--- src/rtl/assert_macros.svh ---
// ----------------------------------------------------------------------------
// Assertion macros
// Concurrent check macros for the RTL. They compile to nothing when
// SYNTHESIS is defined.
// ----------------------------------------------------------------------------
`ifndef ASSERT_MACROS_SVH
`define ASSERT_MACROS_SVH

`ifndef SYNTHESIS

// Same-cycle implication check.
`define ASSERT_IMPLY(label, clk, rst, ante, cons) \
   label: assert property (@(posedge clk) disable iff (rst) (ante) |-> (cons)) \
      else $error("same-cycle implication check failed");

// Next-cycle implication check.
`define ASSERT_NEXT(label, clk, rst, ante, cons) \
   label: assert property (@(posedge clk) disable iff (rst) (ante) |=> (cons)) \
      else $error("next-cycle implication check failed");

`else

`define ASSERT_IMPLY(label, clk, rst, ante, cons)
`define ASSERT_NEXT(label, clk, rst, ante, cons)

`endif

`endif

--- src/rtl/dtm_pkg.sv ---
// ----------------------------------------------------------------------------
// dtm_pkg
// Types, sizes and constants of the dual trimmed-mean insulation voltage
// filter.
// ----------------------------------------------------------------------------
package dtm_pkg;

   // Block length and the divisor of the trimmed sums.
   localparam int SAMPLES_PER_BLOCK = 12;
   localparam int DIVISOR           = SAMPLES_PER_BLOCK - 2;
   localparam int CNT_W             = $clog2(SAMPLES_PER_BLOCK);

   // Field widths.
   localparam int SAMPLE_W = 12;
   localparam int SUM_W    = 16;
   localparam int SCALE_W  = 4;
   localparam int AVG_W    = 16;
   localparam int VOLT_W   = 24;
   localparam int FRAC_W   = 4;

   // Reset values.
   localparam logic [SCALE_W-1:0]  SCALE_RESET = SCALE_W'(5);
   localparam logic [SAMPLE_W-1:0] MIN_RESET   = {SAMPLE_W{1'b1}};

   // Pack voltage scaling: 5100 * 10000 / 100, then divided by 4096.
   localparam int VOLT_MULT   = 510000;
   localparam int VOLT_MULT_W = $clog2(VOLT_MULT + 1);
   localparam int VOLT_SHIFT  = 12;
   localparam int PAIR_W      = SUM_W + 1;
   localparam int PROD1_W     = PAIR_W + SCALE_W;
   localparam int PROD2_W     = PROD1_W + VOLT_MULT_W;

   // Divider lanes: numerator width and the rounded-up reciprocal of the
   // divisor. With a shift of numerator width plus divisor width, the
   // rounding error of the reciprocal never reaches the next quotient step.
   localparam int DIV_NUM_W     = PROD2_W - VOLT_SHIFT;
   localparam int DIVISOR_W     = $clog2(DIVISOR + 1);
   localparam int DIV_SHIFT     = DIV_NUM_W + DIVISOR_W;
   localparam longint unsigned DIV_RECIP_VAL =
      ((64'd1 << DIV_SHIFT) + 64'(DIVISOR) - 64'd1) / 64'(DIVISOR);
   localparam int DIV_RECIP_W   = $clog2(DIV_RECIP_VAL + 1);
   localparam logic [DIV_RECIP_W-1:0] DIV_RECIP = DIV_RECIP_W'(DIV_RECIP_VAL);
   localparam int DIV_PROD_W    = DIV_NUM_W + DIV_RECIP_W;

   // Queue between front and back.
   localparam int FIFO_DEPTH = 2;
   localparam int FIFO_PTR_W = $clog2(FIFO_DEPTH);
   localparam int FIFO_CNT_W = $clog2(FIFO_DEPTH + 1);

   // Input transaction.
   typedef struct packed {
      logic [SAMPLE_W-1:0] pos_sample;
      logic [SAMPLE_W-1:0] neg_sample;
   } req_type;

   // Result transaction.
   typedef struct packed {
      logic [AVG_W-1:0]  avg_pos;
      logic [AVG_W-1:0]  avg_neg;
      logic [VOLT_W-1:0] total_volt;
   } rsp_type;

   // Statistics of one finished block.
   typedef struct packed {
      logic [SUM_W-1:0]    sum_pos;
      logic [SAMPLE_W-1:0] max_pos;
      logic [SAMPLE_W-1:0] min_pos;
      logic [SUM_W-1:0]    sum_neg;
      logic [SAMPLE_W-1:0] max_neg;
      logic [SAMPLE_W-1:0] min_neg;
   } blk_type;

   // Divider lane control.
   typedef struct packed {
      logic load;
      logic step;
   } div_ctl_type;

   // Back-end sequencer states.
   typedef enum logic [2:0] {
      BK_IDLE,
      BK_SCALE,
      BK_MULT,
      BK_DIV,
      BK_OUT
   } bk_state_type;

endpackage

--- src/rtl/dtm_front.sv ---
// ----------------------------------------------------------------------------
// dtm_front
// Accepts sample pairs, keeps the running sum, maximum and minimum of each
// channel, and hands a finished block to the queue.
// ----------------------------------------------------------------------------
module dtm_front (
   input  logic             clock,
   input  logic             reset,
   input  logic             push,
   output logic             full,
   input  dtm_pkg::req_type req_data,
   output logic             blk_push,
   output dtm_pkg::blk_type blk_data,
   input  logic             blk_full
);
   import dtm_pkg::*;

   logic [CNT_W-1:0]    count_ff,   count_in;
   logic [SUM_W-1:0]    sum_pos_ff, sum_pos_in, sum_pos_nx;
   logic [SUM_W-1:0]    sum_neg_ff, sum_neg_in, sum_neg_nx;
   logic [SAMPLE_W-1:0] max_pos_ff, max_pos_in, max_pos_nx;
   logic [SAMPLE_W-1:0] min_pos_ff, min_pos_in, min_pos_nx;
   logic [SAMPLE_W-1:0] max_neg_ff, max_neg_in, max_neg_nx;
   logic [SAMPLE_W-1:0] min_neg_ff, min_neg_in, min_neg_nx;
   logic                last_item;
   logic                accept;

   // The last pair of a block needs a free queue slot.
   assign last_item = (count_ff == CNT_W'(SAMPLES_PER_BLOCK - 1));
   assign full      = last_item && blk_full;
   assign accept    = push && !full;

   // Statistics including the incoming pair.
   always_comb begin
      sum_pos_nx = sum_pos_ff + SUM_W'(req_data.pos_sample);
      sum_neg_nx = sum_neg_ff + SUM_W'(req_data.neg_sample);
      max_pos_nx = (req_data.pos_sample > max_pos_ff) ? req_data.pos_sample : max_pos_ff;
      min_pos_nx = (req_data.pos_sample < min_pos_ff) ? req_data.pos_sample : min_pos_ff;
      max_neg_nx = (req_data.neg_sample > max_neg_ff) ? req_data.neg_sample : max_neg_ff;
      min_neg_nx = (req_data.neg_sample < min_neg_ff) ? req_data.neg_sample : min_neg_ff;
   end

   // A finished block goes to the queue on the transaction that ends it.
   assign blk_push = accept && last_item;
   always_comb begin
      blk_data.sum_pos = sum_pos_nx;
      blk_data.max_pos = max_pos_nx;
      blk_data.min_pos = min_pos_nx;
      blk_data.sum_neg = sum_neg_nx;
      blk_data.max_neg = max_neg_nx;
      blk_data.min_neg = min_neg_nx;
   end

   // Update or clear the running statistics.
   always_comb begin
      count_in   = count_ff;
      sum_pos_in = sum_pos_ff;
      sum_neg_in = sum_neg_ff;
      max_pos_in = max_pos_ff;
      min_pos_in = min_pos_ff;
      max_neg_in = max_neg_ff;
      min_neg_in = min_neg_ff;
      if (accept && last_item) begin
         count_in   = '0;
         sum_pos_in = '0;
         sum_neg_in = '0;
         max_pos_in = '0;
         min_pos_in = MIN_RESET;
         max_neg_in = '0;
         min_neg_in = MIN_RESET;
      end else if (accept) begin
         count_in   = count_ff + CNT_W'(1);
         sum_pos_in = sum_pos_nx;
         sum_neg_in = sum_neg_nx;
         max_pos_in = max_pos_nx;
         min_pos_in = min_pos_nx;
         max_neg_in = max_neg_nx;
         min_neg_in = min_neg_nx;
      end
   end

   always_ff @(posedge clock) begin
      if (reset) begin
         count_ff   <= '0;
         sum_pos_ff <= '0;
         sum_neg_ff <= '0;
         max_pos_ff <= '0;
         min_pos_ff <= MIN_RESET;
         max_neg_ff <= '0;
         min_neg_ff <= MIN_RESET;
      end else begin
         count_ff   <= count_in;
         sum_pos_ff <= sum_pos_in;
         sum_neg_ff <= sum_neg_in;
         max_pos_ff <= max_pos_in;
         min_pos_ff <= min_pos_in;
         max_neg_ff <= max_neg_in;
         min_neg_ff <= min_neg_in;
      end
   end

endmodule

--- config.mk ---
export PLATFORM = sky130hd
export DESIGN_NAME = dtm_front
export DESIGN_NICKNAME = d
export VERILOG_FILES = /design/src/rtl/assert_macros.svh /design/src/rtl/dtm_pkg.sv /design/src/rtl/dtm_front.sv
export SDC_FILE = /design/constraint.sdc
export NUM_CORES = 1
export LEC_CHECK = 0
export ABC_CLOCK_PERIOD_IN_PS = 3100
export BUFFER_PORTS_ARGS = -buffer_cell sky130_fd_sc_hd__buf_2
export CORE_ASPECT_RATIO = 0.8
export CORE_MARGIN = 8
export CORE_UTILIZATION = 44
export CTS_CLUSTER_DIAMETER = 40
export DETAILED_ROUTE_END_ITERATION = 12
export PLACE_DENSITY_LB_ADDON = 0.08
export SYNTH_ARGS = -nofsm -noshare
export SYNTH_HDL_FRONTEND = slang
export SYNTH_SLANG_ARGS = --single-unit
--- constraint.sdc ---
create_clock -name clock -period 3.1 [get_ports clock]
set_input_delay 0.155 -clock clock [delete_from_list [all_inputs] [get_ports clock]]
set_output_delay 0.155 -clock clock [all_outputs]
set_load 0.03 [all_outputs]
* After elaboration in Yosys (flattened, before gate mapping) *
Cells that the tools add are included.

operators by class
  add/sub/neg operators = 3
  order comparisons = 4
  equality and inequality tests = 1
  mux-type cells = 4
  reductions and logical operators = 5

operators with widths
  kind                                                            number
  12-bit two-way mux                                              4
  16-bit by 12-bit adder with 16-bit output                       2
  12-bit > comparator                                             2
  12-bit < comparator                                             2
  4-bit by 1-bit adder with 4-bit output (second input constant)  1
  4-bit equality test (second input constant)                     1
  1-bit logical AND                                               3
  2-bit OR reduction                                              1
  1-bit logical NOT                                               1

storage, ports and cells
  bits in registers = 84
  output and inout bits = 82
  word-level logic and storage cells = 24

* Depth between registers and ports, before layout *
  word-level depth = 6
  gate-level depth with buffers = 9

* Least setup slack after synthesis *
OpenSTA, ideal clock, no wires.

  path type = flip-flop to flip-flop
  start = register sum_neg_ff[4]
  end = register sum_neg_ff[9]
  data arrival time = 2728 ps
  slack = 307 ps
  cell stages (with the launch flop) = 7
  path buffers = 0
  cell sequence = dfxtp_1 > ha_1 > a21o_1 > nor3_2 > a211oi_4 > o311ai_0 > a22o_1

RTL lines
  item                    line             text
  from (decl)             dtm_front.sv:20  logic [SUM_W-1:0] sum_neg_ff, sum_neg_in, sum_neg_nx;
  from (signal assigned)  dtm_front.sv:94  sum_neg_ff <= sum_neg_in;

==> load_flow_metrics.sql <==
INSERT INTO impl_metrics (metric_group, metric, value, unit) VALUES
('run_status', 'outcome', 'complete, no violations', ''),
('final_layout', 'regArea', '0.00168', 'sq mm'),
('timing', 'timing.setup.tns', '0', 'ns'),
('routing', 'detail_route.iter0.violations', '391', ''),
('floorplan', 'initial_utilization', '44.7', '%'),
('final_layout', 'multiInputGateArea', '0.00396', 'sq mm'),
('timing', 'finalSetupViolCount', '0', ''),
('logic_synthesis', 'seq_cells_post_synth', '84', ''),
('setup_path', 'worst_ep_required_time', '2.94', 'ns'),
('clock_network', 'clock_tree_from_tritoncts', 'built', ''),
('final_layout', 'n_fill_cell', '1331', ''),
('routing', 'firstDrtPassIters', '5', ''),
('global_routing', 'grt_usage', '18.9', '%'),
('logic_synthesis', 'synth_edf_count', '0', ''),
('clock_network', 'clockBufferDepth', '2', ''),
('job', 'cap_violations', '0', ''),
('min_path', 'hold_path_end', 'max_pos_ff[0]', ''),
('setup_path', 'critPathLaunchType', 'flop', ''),
('placed_design', 'post-dp-hpwl', '12900', 'microns'),
('final_layout', 'mostFrequentLayoutCell', 'sky130_fd_sc_hd__buf_2', ''),
('timing', 'portion_of_the_clock_cycle_consumed_by_the_worst_path_in_the_final_layout', '93.3', '%'),
('min_path', 'timing.hold.worst.start', 'req_data[12]', ''),
('logic_synthesis', 'netlist_instances', '777', ''),
('routing', 'drc_violations_left', '0', ''),
('logic_synthesis', 'synth_warnings', '0', ''),
('setup_path', 'cp.arrival', '2.74', 'ns'),
('floorplan', 'rows', '38', ''),
('floorplan', 'die_extent_in_y', '120', 'microns'),
('logic_synthesis', 'synthesis.nets', '878', ''),
('setup_path', 'critical_path_peak_fanout', '6', ''),
('clock_network', 'cts_hold_buf', '0', ''),
('global_routing', 'number_of_antenna_violations_at_the_first_check_in_global_routing', '0', ''),
('floorplan', 'core-area', '0.0134', 'sq mm'),
('pwr', 'p_leak', '3.31', 'nW'),
('timing', 'grt_setup_unrepaired', 'false', ''),
('logic_synthesis', 'fraction_of_registers_with_async_set_reset', '0', '%'),
('pwr', 'p_sw_share', '41.0', '%'),
('logic_synthesis', 'mappedNetlistArea', '0.00599', 'sq mm'),
('floorplan', 'io-pin-count', '110', ''),
('clock_network', 'cts.root.buffer_cell', 'sky130_fd_sc_hd__clkbuf_16', ''),
('global_routing', 'global_route_wire_length_before_repair', '27700', 'microns'),
('logic_synthesis', 'yosys.cell_types.count', '61', ''),
('timing', 'final-max-slew-violation-count', '0', ''),
('pwr', 'p_int', '0.00243', 'W'),
('routing', 'detailroute.via_count', '5840', ''),
('clock_network', 'worstSkewPairLatency', '0.34', 'ns'),
('placed_design', 'place.gp.congestion', '0.860', ''),
('floorplan', 'fp.dieArea', '0.0176', 'sq mm'),
('pwr', 'power_frac_comb', '43.1', '%'),
('clock_network', 'clk_transition_reported_paths', '0.06', 'ns'),
('global_routing', 'grt_pass1_vias', '5590', ''),
('logic_synthesis', 'seq_area_frac_synth', '28.1', '%'),
('min_path', 'cell_depth_of_the_worst_hold_path', '3', ''),
('setup_path', 'regToRegStartpoint', 'sum_pos_ff[0]', ''),
('pwr', 'seq_power_share', '30.2', '%'),
('pwr', 'vdd_ir_drop_max', '0.323', 'mV'),
('final_layout', 'finish.utilization', '52.5', '%'),
('setup_path', 'setup.reg_to_reg.worst_slack', '0.78', 'ns'),
('final_layout', 'layout.nets', '974', ''),
('placed_design', 'placed_cells', '1042', ''),
('clock_network', 'ctsHtreeMaxLevel', '3', ''),
('timing', 'worst_clock_skew', '0.00527', 'ns'),
('timing', 'worst_slew_margin_rel', '40.8', '%'),
('final_layout', 'ant_cells', '0', ''),
('timing', 'worst_margin_slew', '0.883', 'ns'),
('final_layout', 'area_delta_synth_final', '17.7', '%'),
('global_routing', 'grt_start_max_net_pins', '61', ''),
('setup_path', 'criticalPathCategory', 'flop to output pin', ''),
('final_layout', 'mostFrequentLayoutCells', '109 x sky130_fd_sc_hd__buf_2, 108 x sky130_fd_sc_hd__nand2_1, 87 x sky130_fd_sc_hd__o21ai_0', ''),
('min_path', 'holdCritPathClass', 'primary input to flop', ''),
('routing', 'ant_nets', '0', '');
metal layers:
layer | track usage (%) | wire length, microns | vias to the layer above
met1 | 24.8 | 8130 | 2711
met4 | 4.88 | 176 | 0
met2 | 30.4 | 7590 | 160
li1 | - | - | 2952
met5 | 0 | 0 | -
met3 | 5.08 | 1080 | 17
worst max-delay path by stage:
stage | from | to | slack (ns) | depth (start not counted)
after detailed placement | sum_neg_ff[0] | blk_data[38] | 0.54 | 9
after floorplan | sum_neg_ff[4] | sum_neg_ff[9] | 0.31 | 6
after global placement | req_data[0] | blk_data[38] | 0.56 | 10
after CTS | sum_neg_ff[0] | blk_data[38] | 0.15 | 9
after global routing | sum_neg_ff[0] | blk_data[38] | 0.03 | 9
final | sum_neg_ff[0] | blk_data[38] | 0.21 | 9
critical path: stages, from the launching register on:
cell	delay (ns)
sky130_fd_sc_hd__dfxtp_1	0.31
sky130_fd_sc_hd__ha_1	0.21
sky130_fd_sc_hd__fa_1	0.40
sky130_fd_sc_hd__a21o_1	0.22
sky130_fd_sc_hd__a221oi_2	0.34
sky130_fd_sc_hd__o21bai_2	0.14
sky130_fd_sc_hd__a211oi_4	0.33
sky130_fd_sc_hd__nor2_1	0.11
sky130_fd_sc_hd__xor2_1	0.13
sky130_fd_sc_hd__buf_2	0.21
Yosys cell counts (3+ instances only):
cell,n,share of area (%)
sky130_fd_sc_hd__nand2_1,108,6.8
sky130_fd_sc_hd__o21ai_0,87,7.3
sky130_fd_sc_hd__dfxtp_1,84,28
sky130_fd_sc_hd__nand3_1,79,6.6
sky130_fd_sc_hd__ha_1,71,15
sky130_fd_sc_hd__a21oi_1,60,5.0
sky130_fd_sc_hd__inv_1,55,3.4
sky130_fd_sc_hd__nor2_1,28,1.8
sky130_fd_sc_hd__clkbuf_1,27,1.7
sky130_fd_sc_hd__xnor2_1,21,3.1
sky130_fd_sc_hd__a21o_1,14,1.8
sky130_fd_sc_hd__o31ai_1,13,1.6
sky130_fd_sc_hd__mux2_2,12,2.3
sky130_fd_sc_hd__o21a_1,11,1.4
sky130_fd_sc_hd__nand4_1,9,0.94
sky130_fd_sc_hd__nor3_1,9,0.75
sky130_fd_sc_hd__xor2_1,9,1.3
sky130_fd_sc_hd__buf_2,8,0.67
sky130_fd_sc_hd__nor2b_1,5,0.52
sky130_fd_sc_hd__buf_1,4,0.25
sky130_fd_sc_hd__o211ai_1,4,0.50
sky130_fd_sc_hd__or3_1,4,0.42
sky130_fd_sc_hd__and3_1,3,0.31
sky130_fd_sc_hd__o311ai_0,3,0.44
kinds of logic after synthesis:
group	synth area share (%)
AND/OR/NAND/NOR	19.9
AO/OA/AOI/OAI	23.8
flip-flops	28.1
adder cells (fa/ha/maj)	15.5
multiplexers	2.26
buffers and inverters	6.06
XOR/XNOR	4.39
power groups by stage:
stage / Combinational (W) / Clock [W] / Sequential, W
finish: 0.00178 / 0.00110 / 0.00124
CTS: 0.00178 / 0.00114 / 0.00124
global route: 0.00194 / 0.00119 / 0.00126
floorplan: 0.00130 / 0 / 0.00125
detailed placement: 0.00177 / 0 / 0.00127
global placement: 0.00174 / 0 / 0.00126
area by class of cell:
type	count	area share [%]
inverter	55	2.93
sequential	84	23.9
timing repair buffer	124	9.52
tap	180	3.20
clock inverter	5	0.710
clock buffer	11	3.59
multi-input combinational	599	56.2
through the flow:
stage | setup WS, ns | hold WS [ns] | area, sq um | total power (W)
global placement | 0.559 | 0.446 | 6740 | 0.00300
global route | 0.0314 | 0.147 | 7050 | 0.00439
floorplan | 0.307 | 0.285 | 5990 | 0.00256
finish | 0.208 | 0.143 | 7050 | 0.00412
CTS | 0.147 | 0.124 | 7040 | 0.00417
detailed placement | 0.541 | 0.453 | 6740 | 0.00304
sequential cells by signal, indices dropped and copies added, names as in the netlist:
signal,flops
count_ff,4
max_neg_ff,12
max_pos_ff,12
min_pos_ff,12
sum_neg_ff,16
min_neg_ff,12
sum_pos_ff,16
what timing repair did:
action,CTS,global route
endpoints found under the setup margin,0,1
buffers inserted,0,0
gates resized for setup,0,1
Power figures use the tool's default switching activity.
