File: config.mk
export PLATFORM = sky130hd
export DESIGN_NAME = dtm_back
export DESIGN_NICKNAME = d
export VERILOG_FILES = /design/src/rtl/dtm_pkg.sv /design/src/rtl/dtm_div_lane.sv /design/src/rtl/dtm_back.sv
export VERILOG_INCLUDE_DIRS = /design/src /design/src/rtl
export SDC_FILE = /design/constraint.sdc
export NUM_CORES = 2
export LEC_CHECK = 0
export CAP_MARGIN = 20
export CORE_MARGIN = 1.5
export CORE_UTILIZATION = 65
export CTS_CLUSTER_SIZE = 30
export DETAILED_ROUTE_END_ITERATION = 6
export DONT_BUFFER_PORTS = 1
export GPL_TIMING_DRIVEN = 0
export PLACE_DENSITY = 0.81
export SYNTH_ARGS = -nofsm -noshare
export SYNTH_HDL_FRONTEND = slang
export SYNTH_HIERARCHICAL = 1
export SYNTH_SLANG_ARGS = --single-unit
File: constraint.sdc
create_clock -name clock -period 8.85 [get_ports clock]
set_clock_uncertainty 0.15 [all_clocks]
set_input_delay 1.3275 -clock clock [delete_from_list [all_inputs] [get_ports clock]]
set_output_delay 1.3275 -clock clock [all_outputs]
set_load 0.1 [all_outputs]
File: src/rtl/assert_macros.svh
// ----------------------------------------------------------------------------
// Assertion macros
// Concurrent check macros for the RTL. They compile to nothing when
// SYNTHESIS is defined.
// ----------------------------------------------------------------------------
`ifndef ASSERT_MACROS_SVH
`define ASSERT_MACROS_SVH

`ifndef SYNTHESIS

// Same-cycle implication check.
`define ASSERT_IMPLY(label, clk, rst, ante, cons) \
   label: assert property (@(posedge clk) disable iff (rst) (ante) |-> (cons)) \
      else $error("same-cycle implication check failed");

// Next-cycle implication check.
`define ASSERT_NEXT(label, clk, rst, ante, cons) \
   label: assert property (@(posedge clk) disable iff (rst) (ante) |=> (cons)) \
      else $error("next-cycle implication check failed");

`else

`define ASSERT_IMPLY(label, clk, rst, ante, cons)
`define ASSERT_NEXT(label, clk, rst, ante, cons)

`endif

`endif

File: src/rtl/dtm_pkg.sv
// ----------------------------------------------------------------------------
// dtm_pkg
// Types, sizes and constants of the dual trimmed-mean insulation voltage
// filter.
// ----------------------------------------------------------------------------
package dtm_pkg;

   // Block length and the divisor of the trimmed sums.
   localparam int SAMPLES_PER_BLOCK = 12;
   localparam int DIVISOR           = SAMPLES_PER_BLOCK - 2;
   localparam int CNT_W             = $clog2(SAMPLES_PER_BLOCK);

   // Field widths.
   localparam int SAMPLE_W = 12;
   localparam int SUM_W    = 16;
   localparam int SCALE_W  = 4;
   localparam int AVG_W    = 16;
   localparam int VOLT_W   = 24;
   localparam int FRAC_W   = 4;

   // Reset values.
   localparam logic [SCALE_W-1:0]  SCALE_RESET = SCALE_W'(5);
   localparam logic [SAMPLE_W-1:0] MIN_RESET   = {SAMPLE_W{1'b1}};

   // Pack voltage scaling: 5100 * 10000 / 100, then divided by 4096.
   localparam int VOLT_MULT   = 510000;
   localparam int VOLT_MULT_W = $clog2(VOLT_MULT + 1);
   localparam int VOLT_SHIFT  = 12;
   localparam int PAIR_W      = SUM_W + 1;
   localparam int PROD1_W     = PAIR_W + SCALE_W;
   localparam int PROD2_W     = PROD1_W + VOLT_MULT_W;

   // Divider lanes: numerator width and the rounded-up reciprocal of the
   // divisor. With a shift of numerator width plus divisor width, the
   // rounding error of the reciprocal never reaches the next quotient step.
   localparam int DIV_NUM_W     = PROD2_W - VOLT_SHIFT;
   localparam int DIVISOR_W     = $clog2(DIVISOR + 1);
   localparam int DIV_SHIFT     = DIV_NUM_W + DIVISOR_W;
   localparam longint unsigned DIV_RECIP_VAL =
      ((64'd1 << DIV_SHIFT) + 64'(DIVISOR) - 64'd1) / 64'(DIVISOR);
   localparam int DIV_RECIP_W   = $clog2(DIV_RECIP_VAL + 1);
   localparam logic [DIV_RECIP_W-1:0] DIV_RECIP = DIV_RECIP_W'(DIV_RECIP_VAL);
   localparam int DIV_PROD_W    = DIV_NUM_W + DIV_RECIP_W;

   // Queue between front and back.
   localparam int FIFO_DEPTH = 2;
   localparam int FIFO_PTR_W = $clog2(FIFO_DEPTH);
   localparam int FIFO_CNT_W = $clog2(FIFO_DEPTH + 1);

   // Input transaction.
   typedef struct packed {
      logic [SAMPLE_W-1:0] pos_sample;
      logic [SAMPLE_W-1:0] neg_sample;
   } req_type;

   // Result transaction.
   typedef struct packed {
      logic [AVG_W-1:0]  avg_pos;
      logic [AVG_W-1:0]  avg_neg;
      logic [VOLT_W-1:0] total_volt;
   } rsp_type;

   // Statistics of one finished block.
   typedef struct packed {
      logic [SUM_W-1:0]    sum_pos;
      logic [SAMPLE_W-1:0] max_pos;
      logic [SAMPLE_W-1:0] min_pos;
      logic [SUM_W-1:0]    sum_neg;
      logic [SAMPLE_W-1:0] max_neg;
      logic [SAMPLE_W-1:0] min_neg;
   } blk_type;

   // Divider lane control.
   typedef struct packed {
      logic load;
      logic step;
   } div_ctl_type;

   // Back-end sequencer states.
   typedef enum logic [2:0] {
      BK_IDLE,
      BK_SCALE,
      BK_MULT,
      BK_DIV,
      BK_OUT
   } bk_state_type;

endpackage

File: src/rtl/dtm_div_lane.sv
// ----------------------------------------------------------------------------
// dtm_div_lane
// Divider by the fixed block divisor: the registered numerator is multiplied
// by the rounded-up reciprocal of the divisor and the top bits are kept.
// ----------------------------------------------------------------------------
module dtm_div_lane (
   input  logic                          clock,
   input  dtm_pkg::div_ctl_type          ctl,
   input  logic [dtm_pkg::DIV_NUM_W-1:0] dividend,
   output logic [dtm_pkg::DIV_NUM_W-1:0] quotient
);
   import dtm_pkg::*;

   logic [DIV_NUM_W-1:0]  num_ff;
   logic [DIV_PROD_W-1:0] prod;
   logic [DIV_NUM_W-1:0]  quo_ff, quo_in;

   // Reciprocal product; the bits above the shift are the quotient.
   assign prod   = DIV_PROD_W'(num_ff) * DIV_PROD_W'(DIV_RECIP);
   assign quo_in = DIV_NUM_W'(prod[DIV_PROD_W-1:DIV_SHIFT]);

   always_ff @(posedge clock) begin
      if (ctl.load) begin
         num_ff <= dividend;
      end
      if (ctl.step) begin
         quo_ff <= quo_in;
      end
   end

   assign quotient = quo_ff;

endmodule

File: src/rtl/dtm_back.sv
// ----------------------------------------------------------------------------
// dtm_back
// Trims each finished block, scales the pack voltage, divides all three
// results and holds the result transaction until it is taken.
// ----------------------------------------------------------------------------
`include "assert_macros.svh"

module dtm_back (
   input  logic                        clock,
   input  logic                        reset,
   input  logic                        blk_empty,
   output logic                        blk_pop,
   input  dtm_pkg::blk_type            blk_data,
   input  logic [dtm_pkg::SCALE_W-1:0] ref_scale,
   input  logic                        pop,
   output logic                        empty,
   output dtm_pkg::rsp_type            rsp_data
);
   import dtm_pkg::*;

   bk_state_type        state_ff, state_in;
   logic [SUM_W-1:0]    tp_ff,    tp_in;
   logic [SUM_W-1:0]    tn_ff,    tn_in;
   logic [PROD1_W-1:0]  prod1_ff, prod1_in;
   logic [PROD2_W-1:0]  prod2;
   logic [PAIR_W-1:0]   pair;
   rsp_type             rsp_ff,   rsp_in;
   logic                rsp_valid_ff, rsp_valid_in;
   logic                trim_load, scale_load, out_load;
   div_ctl_type         div_ctl;
   logic [DIV_NUM_W-1:0] num_pos, num_neg, num_tot;
   logic [DIV_NUM_W-1:0] quo_pos, quo_neg, quo_tot;

   // Next state.
   always_comb begin
      state_in = state_ff;
      case (state_ff)
         BK_IDLE: begin
            if (!blk_empty) state_in = BK_SCALE;
         end
         BK_SCALE: state_in = BK_MULT;
         BK_MULT:  state_in = BK_DIV;
         BK_DIV:   state_in = BK_OUT;
         BK_OUT: begin
            if (!rsp_valid_ff || pop) state_in = BK_IDLE;
         end
         default: state_in = BK_IDLE;
      endcase
   end

   // Sequencer outputs.
   always_comb begin
      trim_load    = 1'b0;
      scale_load   = 1'b0;
      div_ctl.load = 1'b0;
      div_ctl.step = 1'b0;
      out_load     = 1'b0;
      case (state_ff)
         BK_IDLE:  trim_load    = !blk_empty;
         BK_SCALE: scale_load   = 1'b1;
         BK_MULT:  div_ctl.load = 1'b1;
         BK_DIV:   div_ctl.step = 1'b1;
         BK_OUT:   out_load     = !rsp_valid_ff || pop;
         default: begin
            trim_load = 1'b0;
         end
      endcase
   end

   assign blk_pop = trim_load;

   // Trimmed sums: drop one maximum and one minimum per channel.
   assign tp_in = blk_data.sum_pos - SUM_W'(blk_data.max_pos) - SUM_W'(blk_data.min_pos);
   assign tn_in = blk_data.sum_neg - SUM_W'(blk_data.max_neg) - SUM_W'(blk_data.min_neg);

   // Reference scaling of the summed channels.
   assign pair     = PAIR_W'(tp_ff) + PAIR_W'(tn_ff);
   assign prod1_in = PROD1_W'(pair) * PROD1_W'(ref_scale);

   // Voltage constant product, then the divide by 4096.
   assign prod2 = PROD2_W'(prod1_ff) * PROD2_W'(VOLT_MULT);

   // Numerators of the three divisions.
   assign num_pos = {{(DIV_NUM_W - SUM_W - FRAC_W){1'b0}}, tp_ff, {FRAC_W{1'b0}}};
   assign num_neg = {{(DIV_NUM_W - SUM_W - FRAC_W){1'b0}}, tn_ff, {FRAC_W{1'b0}}};
   assign num_tot = prod2[PROD2_W-1:VOLT_SHIFT];

   dtm_div_lane u_div_pos (
      .clock    (clock),
      .ctl      (div_ctl),
      .dividend (num_pos),
      .quotient (quo_pos)
   );

   dtm_div_lane u_div_neg (
      .clock    (clock),
      .ctl      (div_ctl),
      .dividend (num_neg),
      .quotient (quo_neg)
   );

   dtm_div_lane u_div_tot (
      .clock    (clock),
      .ctl      (div_ctl),
      .dividend (num_tot),
      .quotient (quo_tot)
   );

   // Result register and its occupancy.
   always_comb begin
      rsp_in.avg_pos    = quo_pos[AVG_W-1:0];
      rsp_in.avg_neg    = quo_neg[AVG_W-1:0];
      rsp_in.total_volt = quo_tot[VOLT_W-1:0];
      rsp_valid_in      = rsp_valid_ff;
      if (out_load) begin
         rsp_valid_in = 1'b1;
      end else if (pop) begin
         rsp_valid_in = 1'b0;
      end
   end

   assign empty    = !rsp_valid_ff;
   assign rsp_data = rsp_ff;

   always_ff @(posedge clock) begin
      if (reset) begin
         state_ff     <= BK_IDLE;
         rsp_valid_ff <= 1'b0;
      end else begin
         state_ff     <= state_in;
         rsp_valid_ff <= rsp_valid_in;
      end
   end

   // Datapath registers need no reset.
   always_ff @(posedge clock) begin
      if (trim_load) begin
         tp_ff <= tp_in;
         tn_ff <= tn_in;
      end
      if (scale_load) begin
         prod1_ff <= prod1_in;
      end
      if (out_load) begin
         rsp_ff <= rsp_in;
      end
   end

   // Sequencer checks.
   `ASSERT_IMPLY(a_pop_only_in_idle, clock, reset, blk_pop, state_ff == BK_IDLE)
   `ASSERT_NEXT(a_mult_starts_div, clock, reset, state_ff == BK_MULT, state_ff == BK_DIV)
   `ASSERT_NEXT(a_div_ends, clock, reset, state_ff == BK_DIV, state_ff == BK_OUT)
   `ASSERT_NEXT(a_out_sets_valid, clock, reset, out_load, rsp_valid_ff)

endmodule

After elaboration in Yosys (flattened, before gate mapping)
Index checks and enable logic that the tools add are counted.
{"block": "word_totals", "input_bits": 88, "word_cells": 46, "out_inout_bits": 58, "regBits": 229}
{"block": "op_classes", "n_reduce_logical": 6, "n_mux": 10, "multipliers": 5, "addsub": 5, "n_eq_ne": 6}
{"op": "multiplier 16 x 28 -> 43 bit (second input constant)", "count": 2}
{"op": "subtractor 16 x 12 -> 16 bit", "count": 4}
{"op": "multiplier 28 x 28 -> 55 bit (second input constant)", "count": 1}
{"op": "multiplier 21 x 15 -> 36 bit (second input constant)", "count": 1}
{"op": "multiplier 17 x 4 -> 21 bit", "count": 1}
{"op": "adder 16 x 16 -> 17 bit", "count": 1}
{"op": "one-hot mux 3 bit (5 select lines)", "count": 1}
{"op": "two-way mux 1 bit", "count": 7}
{"op": "== test 3 x 2 -> 1 bit (second input constant)", "count": 2}
{"op": "two-way mux 3 bit", "count": 2}
{"op": "inequality test 2 bit (second input constant)", "count": 2}
{"op": "== test 3 x 1 -> 1 bit (second input constant)", "count": 1}
{"op": "== test 3 bit (second input constant)", "count": 1}
{"op": "zero test 3 bit", "count": 1}
{"op": "zero test 1 bit", "count": 2}
{"op": "AND reduction 2 bit", "count": 1}
{"op": "nonzero test 2 bit", "count": 1}
{"op": "logical OR 1 bit", "count": 1}

Longest topological paths before layout
{"block": "depth", "ltp_word": 4, "depth_mapped": 24, "ltp_nobuf": 24}

By module
The synthesis kept the hierarchy.
{"module": "dtm_div_lane (u_div_tot)", "cells_each": 1450, "area_each_um2": 14991.9, "seq_area_each_um2": 1591.5, "n_inst": 1}
{"module": "dtm_div_lane (u_div_pos)", "cells_each": 1438, "area_each_um2": 14840.5, "seq_area_each_um2": 1591.5, "n_inst": 1}
{"module": "dtm_div_lane (u_div_neg)", "cells_each": 1415, "area_each_um2": 14805.4, "seq_area_each_um2": 1591.5, "n_inst": 1}
{"module": "dtm_back", "cells_each": 1393, "area_each_um2": 14069.7, "seq_area_each_um2": 3353.2, "n_inst": 1}

Least setup slack after synthesis
Ideal clock, no wire load.
{"block": "synth_path", "kind": "in2out", "start": "input blk_empty", "end": "output blk_pop", "slack_ns": 0.241, "stages": 1, "path_buffers": 0, "t_arrival_ns": 7.132, "required_ns": 7.372, "path_cell_list": "nor4_1"}
{"block": "synth_via", "elab_chain_cells": 2}
{"item": "start, declared", "line": "dtm_back.sv:11", "source": "input logic blk_empty,"}
{"item": "zero test 1 bit", "line": "dtm_back.sv:59", "source": "BK_IDLE: trim_load = !blk_empty;"}
{"item": "two-way mux 1 bit", "line": "dtm_back.sv:58", "source": "case (state_ff)"}
{"item": "end, declared", "line": "dtm_back.sv:12", "source": "output logic blk_pop,"}
Every way passes these cells.

Worst setup path after layout
{"block": "layout_path", "start": "register u_div_pos.num_ff[14]", "end": "register u_div_pos.quo_ff[9] (netlist: u_div_pos/quotient[9]) (data pin)"}
{"block": "layout_via", "elab_chain_cells": 1}
{"item": "start, declared", "line": "dtm_div_lane.sv:14", "source": "logic [DIV_NUM_W-1:0] num_ff;"}
{"item": "start signal, assigned", "line": "dtm_div_lane.sv:24", "source": "num_ff <= dividend;"}
{"item": "multiplier 16 x 28 -> 43 bit", "line": "dtm_div_lane.sv:19", "source": "assign prod = DIV_PROD_W'(num_ff) * DIV_PROD_W'(DIV_RECIP);"}
{"item": "named net u_div_pos.prod[41]", "line": "dtm_div_lane.sv:15", "source": "logic [DIV_PROD_W-1:0] prod;"}
{"item": "end signal, assigned", "line": "dtm_div_lane.sv:27", "source": "quo_ff <= quo_in;"}
{"item": "end, declared", "line": "dtm_div_lane.sv:16", "source": "logic [DIV_NUM_W-1:0] quo_ff, quo_in;"}
The timed path passes the listed nets, and every way through them passes these cells.
A chain may end at the register's enable or synchronous reset.

==> results.tsv <==
stage	metric	value	unit
run_status	status	finished clean	
synthesis	Syn Inst Count	5386	
timing	RSZ-0062 raised after global routing	false	
floorplan	chip height	295	um
cts	Num CTS Buffers	30	
route	DR WL/cell	19.8	um
grt	grt ovf	0	
grt	busiest layer in global routing	met2	
floorplan	Die Area	0.0872	mm^2
place	IO buf count	0	
timing	Final Hold Viols	0	
cts	Clk Latency, worst-skew pair	0.64	ns
grt	vias in the first global route	39300	
cts	Resized Gates After CTS	0	
cts	cts hold-fix bufs	0	
floorplan	FP Rows	106	
finish	ant diodes	0	
place	Post-Place Worst Slack	1.28	ns
critical_path	Setup CP Type	reg2reg	
finish	Final Util	0.694	
finish	nets	7542	
floorplan	Core ar.	0.0841	mm^2
timing	fmax	130	MHz
grt	GR Layer Usage met1	0.428	
critical_path	Worst EP arrival	7.91	ns
route	DR DRC count	0	
timing	Slew Limit Headroom	0.331	
route	Post-DRT Antenna Nets	0	
route	number of DRC markers in iteration 0	2345	
cts	H-Tree Level Count	1	
route	WL final	131	mm
min_path	Hold Path Class	reg2reg	
critical_path	Critical Path Start Type	register	
timing	PnR worst setup slack	1.17	ns
synthesis	Mapped Area	0.0555	mm^2
run	MaxCap Viol Count	0	
cts	clock slew at reported path FFs	0.06	ns
cts	Clock Path Buffers	3	
floorplan	chip width	295	um
grt	first-pass GRT wire length	209	mm
timing	final setup fails	0	
route	drt via density	5.57	
grt	met2 Usage GRT	0.511	
timing	Final Critical Period	7.68	ns
cts	CTS Sinks	253	
finish	share of cells above drive strength 1	0.0264	
timing	Least-Margin Pin Slew	1.01	ns
grt	antenna violations before repair	0	
timing	fin crit share	0.868	
finish	Layout area overhead	5.16	%
route	DR vias	36900	
cts	CTS tree	built	
critical_path	CP max FO	5	
floorplan	I/O Pins	146	
timing	setup_tns	0	ns
grt	Total Routing Usage GR	0.312	
synthesis	mean post-synth cell area	10.3	um^2
grt	met3 GRT Util	0.0596	
place	dpl hpwl	115	mm
timing	Slew Limit Fails	0	
critical_path	R2R depth	22	
place	GPL Wtd Cong	0.990	
critical_path	Crit. End Element	register	
min_path	worst hold stages	0	
critical_path	CP Data Required Time	9.08	ns
grt	largest net degree at the start of global routing	34	
synthesis	number of synthesis warnings	6	
route	DR pass1 iterations	6	
floorplan	initial core utilization	0.660	
cts	CTS root buf	clkbuf_16	
cts	post-CTS setup buffers	0	
==> worst max-delay path, cell delays in order (launching register included) <==
cell and delay [ns]:
edfxtp_1 0.56, ha_1 0.54, inv_1 0.22, fa_1 0.56, inv_1 0.06, fa_1 0.45
fa_1 0.57, inv_1 0.06, fa_1 0.54, inv_1 0.07, fa_1 0.48, inv_1 0.05
fa_1 0.55, inv_1 0.06, ha_1 0.38, nand4_1 0.16, or4_4 0.52, nor3_2 0.16
o2111ai_1 0.21, a31oi_1 0.37, a311oi_1 0.26, o31a_1 0.31, xnor2_1 0.13
==> per-layer routing <==
layer  vias to the layer above  share of wire
met3                       247          0.081
met5                         -              0
met2                      1377           0.47
met4                         0          0.030
met1                     18400           0.42
li1                      16900              -
==> cells in the final DEF, fill, tap and decap left out, types with 8 or more instances in the layout <==
cell type	instances
inv_1	1798
and2_1	39
conb_1	24
a31oi_1	23
or2_2	12
edfxtp_1	249
o21ai_0	85
o2111ai_1	9
o21ai_1	9
or4_1	8
o211ai_1	20
clkbuf_1	36
nor3b_1	11
ha_1	956
and3_1	23
buf_4	9
nand2_1	162
fa_1	1034
a21o_1	101
nand4_1	30
nor3_1	26
o21a_1	25
clkbuf_16	30
xor2_1	75
nor2b_1	14
xnor2_1	80
buf_6	10
nand2b_1	15
nand3_1	65
o21bai_1	28
nor2_1	95
nand3b_1	8
a211o_1	8
nand4b_1	9
a21oi_1	161
a21oi_2	13
a211oi_1	17
==> final timing paths <==
| kind | start | to | slack [ns] |
|---|---|---|---|
| worst max-delay path | u_div_pos/num_ff[14]$_DFFE_PP_ | u_div_pos/quotient[9]$_DFFE_PP_ | 1.17 |
| worst min register to register | u_div_tot/quotient[12]$_DFFE_PP_ | rsp_data[12]$_DFFE_PP_ | 0.26 |
| worst max register to register | u_div_pos/num_ff[14]$_DFFE_PP_ | u_div_pos/quotient[9]$_DFFE_PP_ | 1.17 |
| worst min-delay path | u_div_tot/quotient[12]$_DFFE_PP_ | rsp_data[12]$_DFFE_PP_ | 0.26 |
==> state kept, by name, summed over array words and instances, names as in the netlist <==
name	cells
tp_ff	16
u_div_neg/quotient	16
u_div_tot/num_ff	28
tn_ff	16
u_div_neg/num_ff	28
rsp_data	56
rsp_valid_ff	1
u_div_pos/quotient	16
state_ff	3
u_div_tot/quotient	24
u_div_pos/num_ff	28
prod1_ff	21
==> stage by stage <==
stage	hold slack, ns	cell area, um^2	instances
2_1_floorplan	0.250	55600	5409
3_3_place_gp	0.250	57000	6543
3_5_place_dp	0.255	57300	6566
4_1_cts	0.264	58400	6620
5_1_grt	0.272	58400	6620
6_report	0.262	58400	6620
==> cell type report <==
class,instances,area (um^2)
buffer,38,151
tap,1134,1420
sequential,253,7560
clock inverter,17,292
multi-input combinational,3320,41200
timing repair buffer,23,263
inverter,1798,6750
fill,6172,25700
clock buffer,37,777
Power is not shown: default switching activity piles up to over one toggle a cycle in this logic, so the estimate is an artifact.
